## src/sv/two_level_tile_reorder_address_gen_assert.svh

```systemverilog
// Assertion macros for the two-level tile reorder address generator.
// Expects clk and arst_n in the scope of use; no other dependencies.
`ifndef TWO_LEVEL_TILE_REORDER_ADDRESS_GEN_ASSERT_SVH
`define TWO_LEVEL_TILE_REORDER_ADDRESS_GEN_ASSERT_SVH

// Same-cycle implication, disabled during reset.
`define TLRAG_ASSERT_NOW(lbl, ante, cons, msg) \
	lbl: assert property (@(posedge clk) disable iff (!arst_n) (ante) |-> (cons)) \
		else $error(msg);

// Next-cycle implication, disabled during reset.
`define TLRAG_ASSERT_NEXT(lbl, ante, cons, msg) \
	lbl: assert property (@(posedge clk) disable iff (!arst_n) (ante) |=> (cons)) \
		else $error(msg);

`endif

```

## src/sv/tlrag_pkg.sv

```systemverilog
// Shared types and constants for the two-level tile reorder address generator.
// No dependencies.
package tlrag_pkg;

	localparam int ROW_WIDTH_W  = 15;  // row_width register
	localparam int BLOCK_CNT_W  = 9;   // block_columns / block_rows registers
	localparam int BLOCK_CTR_W  = 8;   // block_x / block_y counters
	localparam int BLK_LIN_W    = 17;  // block_x + block_y * columns
	localparam int W3_W         = 17;  // 3 * row_width
	localparam int ADDR_W       = 32;
	localparam int CFG_DATA_W   = 15;
	localparam int CFG_INDEX_W  = 2;

	localparam logic [ROW_WIDTH_W-1:0] ROW_WIDTH_RST     = 15'd5952;
	localparam logic [BLOCK_CNT_W-1:0] BLOCK_COLUMNS_RST = 9'd31;
	localparam logic [BLOCK_CNT_W-1:0] BLOCK_ROWS_RST    = 9'd20;
	localparam logic [BLOCK_CNT_W-1:0] BLOCK_CNT_MAX     = 9'd256;
	localparam logic [BLOCK_CNT_W-1:0] BLOCK_CNT_MIN     = 9'd1;

	typedef enum logic [CFG_INDEX_W-1:0] {
		REG_ROW_WIDTH     = 2'd0,
		REG_BLOCK_COLUMNS = 2'd1,
		REG_BLOCK_ROWS    = 2'd2
	} cfg_reg_t;

endpackage

```

## src/sv/tlrag_step_if.sv

```systemverilog
// Step request channel: valid/ready plus the tick word.
// Depends on nothing but the handshake convention of the block.
interface tlrag_step_if;
	logic valid;
	logic ready;
	logic tick;

	modport source (output valid, output tick, input ready);
	modport sink   (input valid, input tick, output ready);
endinterface

```

## src/sv/tlrag_addr_if.sv

```systemverilog
// Address pair channel: valid/ready plus raster address, tiled index, frame flag.
// Depends on tlrag_pkg for the address width.
interface tlrag_addr_if;
	import tlrag_pkg::*;

	logic              valid;
	logic              ready;
	logic [ADDR_W-1:0] raster_byte_address;
	logic [ADDR_W-1:0] tiled_index;
	logic              frame_last;

	modport source (output valid, output raster_byte_address, output tiled_index,
		output frame_last, input ready);
	modport sink   (input valid, input raster_byte_address, input tiled_index,
		input frame_last, output ready);
endinterface

```

## src/sv/two_level_tile_reorder_address_gen.sv

```systemverilog
// Top level of the two-level tile reorder address generator.
// Depends on tlrag_pkg, tlrag_step_if, tlrag_addr_if and the assertion header.

// Generates one (raster byte address, tiled index) pair per word taken on
// step_ch, one word per clock sustained unless addr_ch stalls. The pair is
// taken into stage 1, then into the output register, and is offered on addr_ch.
// Six counters (sub-tile x/y, group x/y, block x/y) run innermost first. The
// pair for the current count is always produced, and the counters advance only
// when tick is 1.
// frame_last flags the final pair, after which a tick wraps all counters.
// The per-clock rate is set by the counter update loop, which completes in
// the accept cycle; the multiplications feed the stage 1 and output registers.
// Config writes (row_width, block_columns, block_rows) must only be made
// while no words are in flight; block counts are clamped to 1..256.
module two_level_tile_reorder_address_gen #(
	parameter int TILE_W    = 4,
	parameter int TILE_H    = 4,
	parameter int GROUP_W   = 48,
	parameter int GROUP_H   = 48,
	parameter int BLOCK_PAD = 0
) (
	input  logic                               clk,
	input  logic                               arst_n,
	input  logic                               cfg_wr_en,
	input  logic [tlrag_pkg::CFG_INDEX_W-1:0]  cfg_index,
	input  logic [tlrag_pkg::CFG_DATA_W-1:0]   cfg_data,
	tlrag_step_if.sink                         step_ch,
	tlrag_addr_if.source                       addr_ch
);
	import tlrag_pkg::*;

	// Counter widths follow the tile and group geometry.
	localparam int SXW = (TILE_W  > 1) ? $clog2(TILE_W)  : 1;
	localparam int SYW = (TILE_H  > 1) ? $clog2(TILE_H)  : 1;
	localparam int GXW = (GROUP_W > 1) ? $clog2(GROUP_W) : 1;
	localparam int GYW = (GROUP_H > 1) ? $clog2(GROUP_H) : 1;

	// Pixel row / column ranges span 256 blocks at most.
	localparam int ROW_W  = $clog2(256 * GROUP_H * TILE_H);
	localparam int COL_W  = $clog2(256 * GROUP_W * TILE_W);
	localparam int COL3_W = COL_W + 2;
	localparam int LOC_SPAN = GROUP_W * GROUP_H * TILE_W * TILE_H;
	localparam int LOC_W  = (LOC_SPAN > 1) ? $clog2(LOC_SPAN) : 1;
	localparam logic [ADDR_W-1:0] BLOCK_SIZE = ADDR_W'(LOC_SPAN + BLOCK_PAD);

	// ---------------------------------------------------------------
	// Configuration registers
	// ---------------------------------------------------------------
	logic [W3_W-1:0]        row_bytes_q;   // 3 * row_width, row stride in bytes
	logic [BLOCK_CNT_W-1:0] block_columns_q;
	logic [BLOCK_CNT_W-1:0] block_rows_q;

	always_ff @(posedge clk or negedge arst_n) begin
		if (!arst_n) begin
			row_bytes_q     <= W3_W'(ROW_WIDTH_RST) * W3_W'(3);
			block_columns_q <= BLOCK_COLUMNS_RST;
			block_rows_q    <= BLOCK_ROWS_RST;
		end else if (cfg_wr_en) begin
			case (cfg_reg_t'(cfg_index))
				REG_ROW_WIDTH: begin
					row_bytes_q <= W3_W'(cfg_data) * W3_W'(3);
				end
				REG_BLOCK_COLUMNS: block_columns_q <= cfg_data[BLOCK_CNT_W-1:0];
				REG_BLOCK_ROWS:    block_rows_q    <= cfg_data[BLOCK_CNT_W-1:0];
				default: ;
			endcase
		end
	end

	// Clamp of a block count to 1..256
	function automatic logic [BLOCK_CNT_W-1:0] clamp_cnt(input logic [BLOCK_CNT_W-1:0] v);
		if (v < BLOCK_CNT_MIN)
			return BLOCK_CNT_MIN;
		else if (v > BLOCK_CNT_MAX)
			return BLOCK_CNT_MAX;
		else
			return v;
	endfunction

	logic [BLOCK_CNT_W-1:0] cols, rows;
	assign cols = clamp_cnt(block_columns_q);
	assign rows = clamp_cnt(block_rows_q);

	// ---------------------------------------------------------------
	// Handshake: output register (_s2) fed by stage 1 (_s1)
	// ---------------------------------------------------------------
	logic valid_s1, valid_s2;
	logic adv_s1, adv_s2, accept;

	assign adv_s2        = !valid_s2 || addr_ch.ready;
	assign adv_s1        = !valid_s1 || adv_s2;
	assign step_ch.ready = adv_s1;
	assign accept        = step_ch.valid && adv_s1;

	// ---------------------------------------------------------------
	// Position counters
	// ---------------------------------------------------------------
	logic [SXW-1:0]         sub_x_q;
	logic [SYW-1:0]         sub_y_q;
	logic [GXW-1:0]         group_x_q;
	logic [GYW-1:0]         group_y_q;
	logic [BLOCK_CTR_W-1:0] block_x_q;
	logic [BLOCK_CTR_W-1:0] block_y_q;

	logic sx_last, sy_last, gx_last, gy_last, bx_last, by_last, frame_end;

	// "Last" is at-or-beyond, so counters left past a shrunk limit still wrap.
	assign sx_last = sub_x_q   >= SXW'(TILE_W - 1);
	assign sy_last = sub_y_q   >= SYW'(TILE_H - 1);
	assign gx_last = group_x_q >= GXW'(GROUP_W - 1);
	assign gy_last = group_y_q >= GYW'(GROUP_H - 1);
	assign bx_last = {1'b0, block_x_q} >= (cols - BLOCK_CNT_MIN);
	assign by_last = {1'b0, block_y_q} >= (rows - BLOCK_CNT_MIN);
	assign frame_end = sx_last && sy_last && gx_last && gy_last && bx_last && by_last;

	logic step;
	assign step = accept && step_ch.tick;

	always_ff @(posedge clk or negedge arst_n) begin
		if (!arst_n) begin
			sub_x_q   <= '0;
			sub_y_q   <= '0;
			group_x_q <= '0;
			group_y_q <= '0;
			block_x_q <= '0;
			block_y_q <= '0;
		end else if (step) begin
			sub_x_q <= sx_last ? '0 : sub_x_q + SXW'(1);
			if (sx_last) begin
				sub_y_q <= sy_last ? '0 : sub_y_q + SYW'(1);
			end
			if (sx_last && sy_last) begin
				group_x_q <= gx_last ? '0 : group_x_q + GXW'(1);
			end
			if (sx_last && sy_last && gx_last) begin
				group_y_q <= gy_last ? '0 : group_y_q + GYW'(1);
			end
			if (sx_last && sy_last && gx_last && gy_last) begin
				block_x_q <= bx_last ? '0 : block_x_q + BLOCK_CTR_W'(1);
			end
			if (sx_last && sy_last && gx_last && gy_last && bx_last) begin
				block_y_q <= by_last ? '0 : block_y_q + BLOCK_CTR_W'(1);
			end
		end
	end

	// ---------------------------------------------------------------
	// Stage 1: pixel row, 3*pixel column, linear block number, offset
	// inside the block. Only constant multiplies and one 8x9 multiply.
	// ---------------------------------------------------------------
	logic [ROW_W-1:0]     pix_row;
	logic [COL_W-1:0]     pix_col;
	logic [COL3_W-1:0]    pix_col3;
	logic [BLK_LIN_W-1:0] blk_lin;
	logic [LOC_W-1:0]     blk_off;

	assign pix_row = ROW_W'(block_y_q) * ROW_W'(GROUP_H * TILE_H)
		+ ROW_W'(group_y_q) * ROW_W'(TILE_H) + ROW_W'(sub_y_q);
	assign pix_col = COL_W'(block_x_q) * COL_W'(GROUP_W * TILE_W)
		+ COL_W'(group_x_q) * COL_W'(TILE_W) + COL_W'(sub_x_q);
	assign pix_col3 = {1'b0, pix_col, 1'b0} + COL3_W'(pix_col);
	assign blk_lin = BLK_LIN_W'(block_x_q) + BLK_LIN_W'(block_y_q) * BLK_LIN_W'(cols);
	assign blk_off = (LOC_W'(group_y_q) * LOC_W'(GROUP_W) + LOC_W'(group_x_q))
		* LOC_W'(TILE_W * TILE_H)
		+ LOC_W'(sub_y_q) * LOC_W'(TILE_W) + LOC_W'(sub_x_q);

	logic [ROW_W-1:0]     pix_row_s1;
	logic [COL3_W-1:0]    pix_col3_s1;
	logic [BLK_LIN_W-1:0] blk_lin_s1;
	logic [LOC_W-1:0]     blk_off_s1;
	logic                 last_s1;

	always_ff @(posedge clk or negedge arst_n) begin
		if (!arst_n) begin
			valid_s1 <= 1'b0;
		end else if (adv_s1) begin
			valid_s1 <= accept;
		end
	end

	always_ff @(posedge clk) begin
		if (accept) begin
			pix_row_s1  <= pix_row;
			pix_col3_s1 <= pix_col3;
			blk_lin_s1  <= blk_lin;
			blk_off_s1  <= blk_off;
			last_s1     <= frame_end;
		end
	end

	// ---------------------------------------------------------------
	// Stage 2 (output register): one multiply per address, mod 2^32
	// ---------------------------------------------------------------
	logic [ADDR_W-1:0] raster_s2, tiled_s2;
	logic              last_s2;

	always_ff @(posedge clk or negedge arst_n) begin
		if (!arst_n) begin
			valid_s2 <= 1'b0;
		end else if (adv_s2) begin
			valid_s2 <= valid_s1;
		end
	end

	always_ff @(posedge clk) begin
		if (adv_s2 && valid_s1) begin
			raster_s2 <= ADDR_W'(pix_row_s1) * ADDR_W'(row_bytes_q) + ADDR_W'(pix_col3_s1);
			tiled_s2  <= ADDR_W'(blk_lin_s1) * BLOCK_SIZE + ADDR_W'(blk_off_s1);
			last_s2   <= last_s1;
		end
	end

	assign addr_ch.valid               = valid_s2;
	assign addr_ch.raster_byte_address = raster_s2;
	assign addr_ch.tiled_index         = tiled_s2;
	assign addr_ch.frame_last          = last_s2;

	// ---------------------------------------------------------------
	// Assertions
	// ---------------------------------------------------------------
	`include "two_level_tile_reorder_address_gen_assert.svh"

	`TLRAG_ASSERT_NEXT(a_frame_wrap, step && frame_end, (sub_x_q == '0) && (sub_y_q == '0) && (group_x_q == '0) && (group_y_q == '0) && (block_x_q == '0) && (block_y_q == '0), "counters did not wrap after the last pair")
	`TLRAG_ASSERT_NEXT(a_hold_count, !step, $stable(sub_x_q) && $stable(sub_y_q) && $stable(group_x_q) && $stable(group_y_q) && $stable(block_x_q) && $stable(block_y_q), "counters moved without a tick")
	`TLRAG_ASSERT_NEXT(a_s1_kept, valid_s1 && !adv_s2, valid_s1 && $stable(blk_lin_s1) && $stable(last_s1), "stage 1 word lost while output stalled")
	`TLRAG_ASSERT_NOW(a_ready_empty, !valid_s1 || !valid_s2, step_ch.ready, "input not ready with pipeline space free")

endmodule
```

## src/flat_wrapper.sv

```systemverilog
// flat-port wrapper written by rule: the top's interface ports become plain ports
module two_level_tile_reorder_address_gen_flat import tlrag_pkg::*;
#(
	parameter int TILE_W    = 4,
	parameter int TILE_H    = 4,
	parameter int GROUP_W   = 48,
	parameter int GROUP_H   = 48,
	parameter int BLOCK_PAD = 0
)
  (clk, arst_n, cfg_wr_en, cfg_index, cfg_data, step_ch_valid, step_ch_tick, step_ch_ready, addr_ch_valid, addr_ch_raster_byte_address, addr_ch_tiled_index, addr_ch_frame_last, addr_ch_ready);
  tlrag_step_if step_ch_i ();
  tlrag_addr_if addr_ch_i ();
  input  logic clk;
  input  logic arst_n;
  input  logic cfg_wr_en;
  input  logic [tlrag_pkg::CFG_INDEX_W-1:0] cfg_index;
  input  logic [tlrag_pkg::CFG_DATA_W-1:0] cfg_data;
  input wire logic [$bits(step_ch_i.valid)-1:0] step_ch_valid;
  input wire logic [$bits(step_ch_i.tick)-1:0] step_ch_tick;
  output wire logic [$bits(step_ch_i.ready)-1:0] step_ch_ready;
  output wire logic [$bits(addr_ch_i.valid)-1:0] addr_ch_valid;
  output wire logic [$bits(addr_ch_i.raster_byte_address)-1:0] addr_ch_raster_byte_address;
  output wire logic [$bits(addr_ch_i.tiled_index)-1:0] addr_ch_tiled_index;
  output wire logic [$bits(addr_ch_i.frame_last)-1:0] addr_ch_frame_last;
  input wire logic [$bits(addr_ch_i.ready)-1:0] addr_ch_ready;
  assign step_ch_i.valid = step_ch_valid;
  assign step_ch_i.tick = step_ch_tick;
  assign step_ch_ready = step_ch_i.ready;
  assign addr_ch_valid = addr_ch_i.valid;
  assign addr_ch_raster_byte_address = addr_ch_i.raster_byte_address;
  assign addr_ch_tiled_index = addr_ch_i.tiled_index;
  assign addr_ch_frame_last = addr_ch_i.frame_last;
  assign addr_ch_i.ready = addr_ch_ready;
  two_level_tile_reorder_address_gen #(.TILE_W(TILE_W), .TILE_H(TILE_H), .GROUP_W(GROUP_W), .GROUP_H(GROUP_H), .BLOCK_PAD(BLOCK_PAD)) u_core (.clk(clk), .arst_n(arst_n), .cfg_wr_en(cfg_wr_en), .cfg_index(cfg_index), .cfg_data(cfg_data), .step_ch(step_ch_i), .addr_ch(addr_ch_i));
endmodule
```

## config.mk

```make
export PLATFORM = sky130hd
export DESIGN_NAME = two_level_tile_reorder_address_gen_flat
export DESIGN_NICKNAME = d
export VERILOG_FILES = /design/src/sv/tlrag_pkg.sv /design/src/sv/tlrag_step_if.sv /design/src/sv/tlrag_addr_if.sv /design/src/sv/two_level_tile_reorder_address_gen.sv /design/src/flat_wrapper.sv
export VERILOG_INCLUDE_DIRS = /design/src /design/src/sv
export SDC_FILE = /design/constraint.sdc
export NUM_CORES = 1
export LEC_CHECK = 0
export BUFFER_PORTS_ARGS = -buffer_cell sky130_fd_sc_hd__buf_4
export CAP_MARGIN = 20
export CORE_MARGIN = 10
export CORE_UTILIZATION = 28
export CTS_BUF_LIST = sky130_fd_sc_hd__clkbuf_2 sky130_fd_sc_hd__clkbuf_4 sky130_fd_sc_hd__clkbuf_8
export DETAILED_ROUTE_END_ITERATION = 8
export PLACE_DENSITY = 0.51
export SETUP_SLACK_MARGIN = 0.4
export SYNTH_ARGS = -nofsm -noshare
export SYNTH_HDL_FRONTEND = slang
export SYNTH_SLANG_ARGS = --single-unit
```

## constraint.sdc

```tcl
create_clock -name clk -period 11.3 [get_ports clk]
set_input_delay 2.26 -clock clk [delete_from_list [all_inputs] [get_ports clk]]
set_output_delay 2.26 -clock clk [all_outputs]
set_load 0.03 [all_outputs]
```

# After elaboration in Yosys (flattened, before gate mapping)
# Cells that the tools add are included.
totals:
  register_bits: 202
  output_inout_bits: 67
  input_bits: 23
op_classes:
  add_sub_neg: 19
  eq_ne: 2
  muxes: 10
  order_cmp: 10
  n_reduce_logical: 21
  multipliers: 7
ops:
  columns: ["cell", "count"]
  rows:
  - ["adder 16 x 2 -> 16 bit", 3]
  - ["2-to-1 mux 9 bit", 4]
  - ["adder 16 x 8 -> 16 bit", 2]
  - ["adder 32 x 16 -> 32 bit", 1]
  - ["adder 32 x 18 -> 32 bit", 1]
  - ["multiplier 16 x 17 -> 32 bit", 1]
  - ["multiplier 17 x 4 -> 20 bit (second input constant)", 1]
  - ["multiplier 8 x 2 -> 10 bit (second input constant)", 2]
  - ["adder 17 x 16 -> 18 bit", 1]
  - ["greater-or-equal comparator 8 x 9 -> 1 bit", 2]
  - ["> comparator 9 bit (second input constant)", 2]
  - ["less-than comparator 9 x 1 -> 1 bit (second input constant)", 2]
  - ["subtractor 9 x 1 -> 9 bit (second input constant)", 2]
  - ["adder 8 x 17 -> 17 bit", 1]
  - ["multiplier 15 x 2 -> 17 bit (second input constant)", 1]
  - ["multiplier 8 x 9 -> 17 bit", 1]
  - ["adder 16 x 4 -> 16 bit", 1]
  - ["adder 8 x 1 -> 8 bit (second input constant)", 2]
  - ["2-to-1 mux 8 bit", 2]
  - ["AND reduction 2 bit", 8]
  - ["adder 12 x 6 -> 12 bit", 1]
  - ["adder 6 x 1 -> 6 bit (second input constant)", 2]
  - ["greater-or-equal comparator 6 bit (second input constant)", 2]
  - ["2-to-1 mux 6 bit", 2]
  - ["10 further kinds", 22]

# Depth between registers and ports, before layout
# Gate-level depths: netlist of the first run.
depth:
  ltp_word: 7
  ltp_mapped: 24

# Worst setup path after synthesis of the first run
# No wires, ideal clock.
synth_timing:
  path_kind: "reg2reg"
  from: "register u_core.row_bytes_q[10]"
  to: "register u_core.raster_s2[28] (netlist: u_core.addr_ch.raster_byte_address[28]) (data pin)"
  arrival_time_ns: 5.803
  path_stages_with_launch: 22
  path_slack_ns: 5.219
  synth_period_minus_slack_ns: 6.081
  setup_ns: 0.277
  cell_sequence: "dfstp_2 -> clkbuf_1 -> nand2_1 -> fa_1 -> fa_1 -> fa_1 -> inv_1 -> fa_1 -> fa_1 -> inv_1 -> fa_1 -> inv_1 -> ha_1 -> clkbuf_1 -> and4_1 -> a21oi_1 -> o21ai_0 -> a31o_2 -> o31ai_2 -> a21o_1 -> and2_1 -> o311ai_0"
synth_via:
  elab_chain_cells: 2
synth_lines:
  columns: ["element", "line_no", "source"]
  rows:
  - ["from (decl)", "two_level_tile_reorder_address_gen.sv:49", "logic [W3_W-1:0] row_bytes_q;"]
  - ["from (signal assigned)", "two_level_tile_reorder_address_gen.sv:55", "row_bytes_q <= W3_W'(ROW_WIDTH_RST) * W3_W'(3);"]
  - ["from (signal assigned)", "two_level_tile_reorder_address_gen.sv:61", "row_bytes_q <= W3_W'(cfg_data) * W3_W'(3);"]
  - ["multiplier 16 x 17 -> 32 bit", "two_level_tile_reorder_address_gen.sv:207", "raster_s2 <= ADDR_W'(pix_row_s1) * ADDR_W'(row_bytes_q) + ADDR_W'(pix_col3_s1);"]
  - ["adder 32 x 18 -> 32 bit", "two_level_tile_reorder_address_gen.sv:207", null]
  - ["to (signal assigned)", "two_level_tile_reorder_address_gen.sv:207", null]
  - ["to (decl)", "two_level_tile_reorder_address_gen.sv:194", "logic [ADDR_W-1:0] raster_s2, tiled_s2;"]
# No other way between the ends.
# A chain may end at the register's enable or synchronous reset.

# Worst setup path after layout of the first run
layout_timing:
  from: "register u_core.pix_row_s1[12]"
  to: "register u_core.raster_s2[28] (netlist: u_core.addr_ch.raster_byte_address[28]) (data pin)"
layout_via:
  elab_chain_cells: 2
layout_lines:
  columns: ["element", "line_no", "source"]
  rows:
  - ["from (decl)", "two_level_tile_reorder_address_gen.sv:167", "logic [ROW_W-1:0] pix_row_s1;"]
  - ["from (signal assigned)", "two_level_tile_reorder_address_gen.sv:183", "pix_row_s1 <= pix_row;"]
  - ["multiplier 16 x 17 -> 32 bit", "two_level_tile_reorder_address_gen.sv:207", null]
  - ["adder 32 x 18 -> 32 bit", "two_level_tile_reorder_address_gen.sv:207", null]
# No other way between the ends.

==> results of run 1 <==
## cell type report
| class | count | share of cell area, % |
|---|---|---|
| well taps | 1080 | 5.232 |
| multi-input cells | 1717 | 61.86 |
| diodes | 1 | 0.009689 |
| clock inverters | 15 | 0.7122 |
| repair buffers | 95 | 2.761 |
| flip-flops and latches | 199 | 21.86 |
| clock buffers | 17 | 0.9060 |
| inverters | 458 | 6.657 |
## path summary, 6_finish.rpt
kind | slack, ns | depth (start not counted) | end
worst max register to register | 4.81 | 20 | u_core.addr_ch.raster_byte_address[28]
worst min-delay path | 0.43 | 0 | u_core.addr_ch.tiled_index[7]
worst max-delay path | 4.81 | 20 | u_core.addr_ch.raster_byte_address[28]
max in group asynchronous | 8.76 | 2 | u_core.row_bytes_q[16]
min in group asynchronous | 1.51 | 1 | u_core.addr_ch.valid
worst min register to register | 0.43 | 0 | u_core.addr_ch.tiled_index[7]
## sequential cells by signal (all words and copies together), names as in the netlist
signal and cells:
u_core.addr_ch.raster_byte_address 32, u_core.addr_ch.tiled_index 32, u_core.blk_lin_s1 17, u_core.pix_col3_s1 17
u_core.row_bytes_q 17, u_core.blk_off_s1 16, u_core.pix_row_s1 14, u_core.block_columns_q 9
u_core.block_rows_q 9, u_core.block_x_q 8, u_core.block_y_q 8, u_core.group_x_q 6
u_core.group_y_q 6, u_core.sub_x_q 2, u_core.sub_y_q 2, u_core.addr_ch.frame_last 1
u_core.addr_ch.valid 1, u_core.last_s1 1, u_core.valid_s1 1
## layer usage
metal | GRT usage (%) | vias to the layer above
met5 | 0 | -
met4 | 2.773 | 10
met3 | 2.406 | 37
met2 | 18.90 | 231
met1 | 15.76 | 7824
li1 | - | 7938
## per-stage QoR
| stage | setup WS (ns) | cells | instance area, um2 |
|---|---|---|---|
| after floorplan | 5.219 | 2436 | 23580 |
| after global placement | 4.828 | 3549 | 25410 |
| after detailed placement | 4.767 | 3549 | 25410 |
| after CTS | 4.738 | 3581 | 25820 |
| after global routing | 4.505 | 3582 | 25830 |
| final | 4.814 | 3582 | 25830 |
## cell usage after synthesis (5+ instances only)
cell	count	share of area, %
or3_1	9	0.24
o22ai_1	6	0.16
a211oi_1	11	0.35
nor3b_1	7	0.22
nor2_1	67	1.1
o31a_1	5	0.19
dfstp_2	12	1.3
clkbuf_1	56	0.89
fa_1	285	24
o21ai_0	69	1.5
and3_1	18	0.48
mux2_2	18	0.86
nand3b_1	9	0.29
xor2_1	48	1.8
xnor2_1	89	3.3
nand2b_1	17	0.45
edfxtp_1	130	17
inv_1	458	7.3
o21bai_1	15	0.48
ha_1	255	14
nand3_1	32	0.68
nor4_1	5	0.13
or2_2	6	0.16
nand2_1	278	4.4
a21oi_1	83	1.8
o21a_1	7	0.22
a21o_1	38	1.2
nor2b_1	24	0.64
a31oi_1	6	0.16
a22o_1	7	0.26
o211ai_1	8	0.25
o31ai_1	12	0.38
and2_1	174	4.6
dfrtp_1	57	6.0
nor3_1	31	0.66
nand4_1	10	0.27
## worst register-to-register path, delay by kind of cell, from the launching register on
kind                       cells  cell delay [ns]
adders and majority gates      7             3.54
AOI/OAI and AO/OA              6             1.15
DFF                            1             0.67
and+or+nand+nor                3             0.67
buffers and inverters          4             0.22
## cells by family (layout without fill, tap and decap cells)
logic type	after synthesis	after routing	synth area share [%]
buffers and inverters	520	585	8.315
AOI/OAI and AO/OA	309	309	8.618
other	0	1	0
DFF	199	199	23.94
xor gates and xnor gates	138	138	5.158
and+or+nand+nor	711	711	15.34
adders and majority gates	540	540	37.73
muxes	19	19	0.9021
==> impl_metrics.py, run 1 <==
metrics = {
    "cells_and_area": {
        "nFillCells": 8756,
        "fin_util_pct": 30.91,
        "final_cell_mix": "inv_1, fa_1, nand2_1",
        "final_common_cell": "inv_1",
        "nets": 3051,
        "regArea_um2": 5645,
        "multi_input_area_um2": 15980,
        "drive_gt1_share_pct": 7.557,
        "area_delta_synth_final_pct": 9.530,
    },
    "detailed_routing": {
        "num_vias": 16040,
        "wl_um": 54080,
        "avgViaCountPerCell": 4.478,
        "drc": 0,
        "detail-route-antenna-nets": 0,
        "drtPass1Iterations": 6,
        "wl_per_cell_um": 15.10,
        "met2_length_um": 25000,
        "wirelength_met1_um": 25850,
        "wl_met3_um": 2416,
        "routed.top_layer": "met5",
        "first_iter_violations": 599,
    },
    "global_route": {
        "grtUsageTotal_pct": 11.66,
        "overflow": 0,
        "grt_pass1_vias": 16590,
        "grt_antenna_before_repair": 6,
        "grt_pass1_wl_um": 89490,
        "grt_max_degree": 66,
    },
    "floorplanning": {
        "initial_utilization_pct": 28.22,
        "rows": 106,
        "core-area_um2": 83560,
        "ioPinCount": 90,
        "fp.dieH_um": 310.2,
        "die_w_um": 310.2,
        "die-area_um2": 96220,
    },
    "placement": {
        "portBuffers": 89,
        "place_congestion": 0.8139,
        "dp_hpwl_um": 44270,
    },
    "clocking": {
        "cts_tree": "built",
        "clk_pin_slew_ns": 0.12,
        "htreeDepth": 4,
        "cts_resized": 0,
        "cts_sinks": 199,
        "clk-insertion-delay-late_ns": 0.58,
        "cts_root_buf": "clkbuf_8",
        "post_cts_buffers": 0,
        "numCtsBuffers": 17,
        "clockBufferDepth": 2,
        "postCtsHoldBufs": 0,
    },
    "setup_path": {
        "path_cells": "and2_1 -> fa_1 -> inv_1 -> fa_1 -> inv_1 -> fa_1 -> fa_1 -> fa_1 -> inv_1 -> fa_1 -> inv_1 -> ha_1 -> and4_1 -> a21oi_1 -> o21ai_0 -> a31o_2 -> o31ai_2 -> a21o_1 -> and2_1 -> o311ai_0",
        "cp-startpoint": "u_core.pix_row_s1[12]",
        "critical_path.max_stage_delay_ns": 0.67,
        "crit_type": "flip-flop to flip-flop",
        "crit_required_ns": 11.61,
        "crit_family": "adder cells",
        "critPathSlowestCell": "edfxtp_1",
        "endpoint_kind": "flip-flop",
        "cp_common_cell": "fa_1",
        "critPathLaunchType": "flip-flop",
        "arrival_ns": 6.80,
        "crit_buf_inv": 4,
        "worstPathMaxFanout": 17,
        "r2r_start": "u_core.pix_row_s1[12]",
    },
    "min_path": {
        "min_from": "u_core.blk_off_s1[7]",
        "min_path_type": "flip-flop to flip-flop",
    },
    "synthesis": {
        "yosysWarnings": 0,
        "synthFlopType": "edfxtp_1",
        "synth-seq-cells": 199,
        "syn-num-nets": 2999,
        "netlist_area_um2": 23580,
        "ys_types": 82,
        "seq_area_frac_synth_pct": 23.94,
        "synth-edff-count": 130,
        "syn_inst": 2436,
        "async_flop_share_pct": 34.67,
        "syn_area_per_cell_um2": 9.679,
    },
    "timing": {
        "setup_viol": 0,
        "setup-tns-final_ns": 0,
        "min_period_ns": 6.486,
        "slew_violations": 0,
        "worstMarginPinSlew_ns": 0.9841,
        "timing.fmax_mhz": 154.2,
        "finalCritPeriodShare_pct": 57.39,
        "skew_ns": 0.02012,
        "hold_viol": 0,
        "hold_ws_ns": 0.4330,
        "slew_headroom_pct": 34.25,
        "rsz0062_at_grt": "false",
    },
    "job": {
        "drv_cap": 0,
    },
    "run_status": {
        "run_status": "finished clean",
    },
}
Power of run 1 is not shown: default switching activity piles up to over one toggle a cycle in this logic, so the estimate is an artifact.
==> run 2: changes to the inputs <==
--- a/config.mk
+++ b/config.mk
@@ -12,7 +12,7 @@
 export CORE_UTILIZATION = 28
 export CTS_BUF_LIST = sky130_fd_sc_hd__clkbuf_2 sky130_fd_sc_hd__clkbuf_4 sky130_fd_sc_hd__clkbuf_8
 export DETAILED_ROUTE_END_ITERATION = 8
-export PLACE_DENSITY = 0.51
+export PLACE_DENSITY = 0.53
 export SETUP_SLACK_MARGIN = 0.4
 export SYNTH_ARGS = -nofsm -noshare
 export SYNTH_HDL_FRONTEND = slang
==> constraint.sdc (replaced) <==
create_clock -name clk -period 5.3 [get_ports clk]
set_input_delay 1.06 -clock clk [delete_from_list [all_inputs] [get_ports clk]]
set_output_delay 1.06 -clock clk [all_outputs]
set_load 0.03 [all_outputs]
==> impl_metrics.py, run 2 (synthesized netlist as in run 1, its figures left out) <==
metrics = {
    "setup_path": {
        "critical_path.max_stage_delay_ns": 0.59,
        "crit_type": "flip-flop to flip-flop",
        "critPathLaunchType": "flip-flop",
        "crit_required_ns": 5.61,
        "path_cells": "buf_12 -> buf_12 -> nand2_4 -> fa_1 -> fa_1 -> inv_2 -> fa_1 -> inv_2 -> fa_1 -> fa_1 -> fa_1 -> inv_2 -> ha_4 -> a21o_1 -> a21oi_2 -> o21ai_1 -> a31o_2 -> o31ai_4 -> a21o_1 -> and2_4 -> a311oi_2",
        "endpoint_kind": "flip-flop",
        "worstPathMaxFanout": 5,
        "crit_buf_inv": 5,
        "cp_common_cell": "fa_1",
        "critPathSlowestCell": "dfstp_2",
        "crit_family": "adder cells",
        "arrival_ns": 6.09,
    },
    "detailed_routing": {
        "wl_per_cell_um": 14.14,
        "num_vias": 16890,
        "drc": 0,
        "first_iter_violations": 617,
        "drtPass1Iterations": 6,
        "wl_um": 53940,
        "avgViaCountPerCell": 4.427,
        "detail-route-antenna-nets": 0,
    },
    "placement": {
        "portBuffers": 89,
        "dpl-instance-area_um2": 27120,
        "dp_hpwl_um": 45050,
        "place_congestion": 0.8169,
    },
    "timing": {
        "slew_headroom_pct": 38.33,
        "slew_violations": 0,
        "hold_viol": 0,
        "min_period_ns": 5.780,
        "rsz0062_at_grt": "true",
        "finalCritPeriodShare_pct": 109.0,
        "skew_ns": 0.02086,
        "worstMarginPinSlew_ns": 0.9250,
        "setup_viol": 20,
        "fin_ws_ns": -0.4795,
        "timing.fmax_mhz": 173.0,
    },
    "run_status": {
        "violations": "negative setup slack",
        "run_status": "complete, but fails checks",
    },
    "floorplanning": {
        "core-area_um2": 83560,
        "ioPinCount": 90,
        "fp.dieH_um": 310.2,
        "rows": 106,
        "die-area_um2": 96220,
        "die_w_um": 310.2,
        "initial_utilization_pct": 28.22,
    },
    "cells_and_area": {
        "final_cell_mix": "inv_1, buf_4, fa_1",
        "drive_gt1_share_pct": 21.40,
        "area_delta_synth_final_pct": 21.25,
        "final_common_cell": "inv_1",
        "nets": 3284,
        "design_area_um2": 28590,
        "nFillCells": 8601,
    },
    "global_route": {
        "overflow": 0,
        "grtUsageTotal_pct": 11.62,
        "grt_max_degree": 66,
        "grt_pass1_wl_um": 90640,
        "grt_antenna_before_repair": 8,
        "grt_pass1_vias": 17650,
    },
    "clocking": {
        "cts_tree": "built",
        "numCtsBuffers": 17,
        "cts_sinks": 199,
        "cts_root_buf": "clkbuf_8",
        "clockBufferDepth": 2,
        "clk-insertion-delay-late_ns": 0.57,
        "htreeDepth": 4,
        "clk_pin_slew_ns": 0.12,
    },
    "job": {
        "drv_cap": 0,
    },
    "min_path": {
        "min_path_type": "primary input to asynchronous set/reset pin",
    },
}
run 2: changes by cell type in the layout (fill, tap and decap cells not counted), moves of 19 or more:
cell / delta
ha_1: -21
inv_1: -19
buf_6: +24
buf_4: +195
fa_2: +19
fa_1: -19
run 2: cell type report:
type,instances,area (um2),area share [%]
well taps,1080,1351,4.727
multi-input cells,1717,16710,58.46
diodes,1,2.502,0.008753
clock buffers,18,241.5,0.8447
inverters,458,1723,6.027
flip-flops and latches,199,5655,19.78
clock inverters,14,222.7,0.7790
repair buffers,328,2680,9.375
run 2: what timing repair did:
item | 4_1_cts | 5_1_grt
pin swaps | 44 | 55
setup buffers | 23 | 29
hold buffers | 0 | 0
endpoints found under the setup margin | 28 | 28
resized for setup | 83 | 82
run 2: worst paths after layout:
check | from | to | slack [ns] | cells after the start
worst max-delay path | u_core.row_bytes_q[8] | u_core.addr_ch.raster_byte_address[30] | -0.48 | 21
worst min-delay path | arst_n | u_core.valid_s1 | 0.37 | 1
worst max register to register | u_core.row_bytes_q[8] | u_core.addr_ch.raster_byte_address[30] | -0.48 | 21
worst min register to register | u_core.blk_off_s1[8] | u_core.addr_ch.tiled_index[8] | 0.43 | 0
max in group asynchronous | arst_n | u_core.row_bytes_q[13] | 3.88 | 2
min in group clk | u_core.blk_off_s1[8] | u_core.addr_ch.tiled_index[8] | 0.43 | 0
run 2: stage by stage:
| step | TNS [ns] | setup slack, ns | cells | hold slack, ns | utilization, % |
|---|---|---|---|---|---|
| 2_1_floorplan | -1.689 | -0.2904 | 2436 | 0.4003 | - |
| 3_3_place_gp | -9.550 | -0.6332 | 3729 | 0.4046 | 32.45 |
| 3_5_place_dp | -9.813 | -0.6484 | 3729 | 0.4074 | 32.45 |
| 4_1_cts | -6.349 | -0.4759 | 3784 | 0.3131 | 33.57 |
| 5_1_grt | -10.57 | -0.6911 | 3815 | 0.3375 | 34.22 |
| 6_report | -6.717 | -0.4795 | 3815 | 0.3714 | 34.22 |
run 2: per-layer routing:
metal | part of all wire, % | vias to the layer above | track usage (%)
met5 | 0.18 | - | 0
met4 | 1.2 | 14 | 2.483
met3 | 3.1 | 50 | 2.243
met2 | 48 | 143 | 19.74
met1 | 48 | 8261 | 15.18
li1 | - | 8421 | -
Power of run 2 is left out for the same reason.
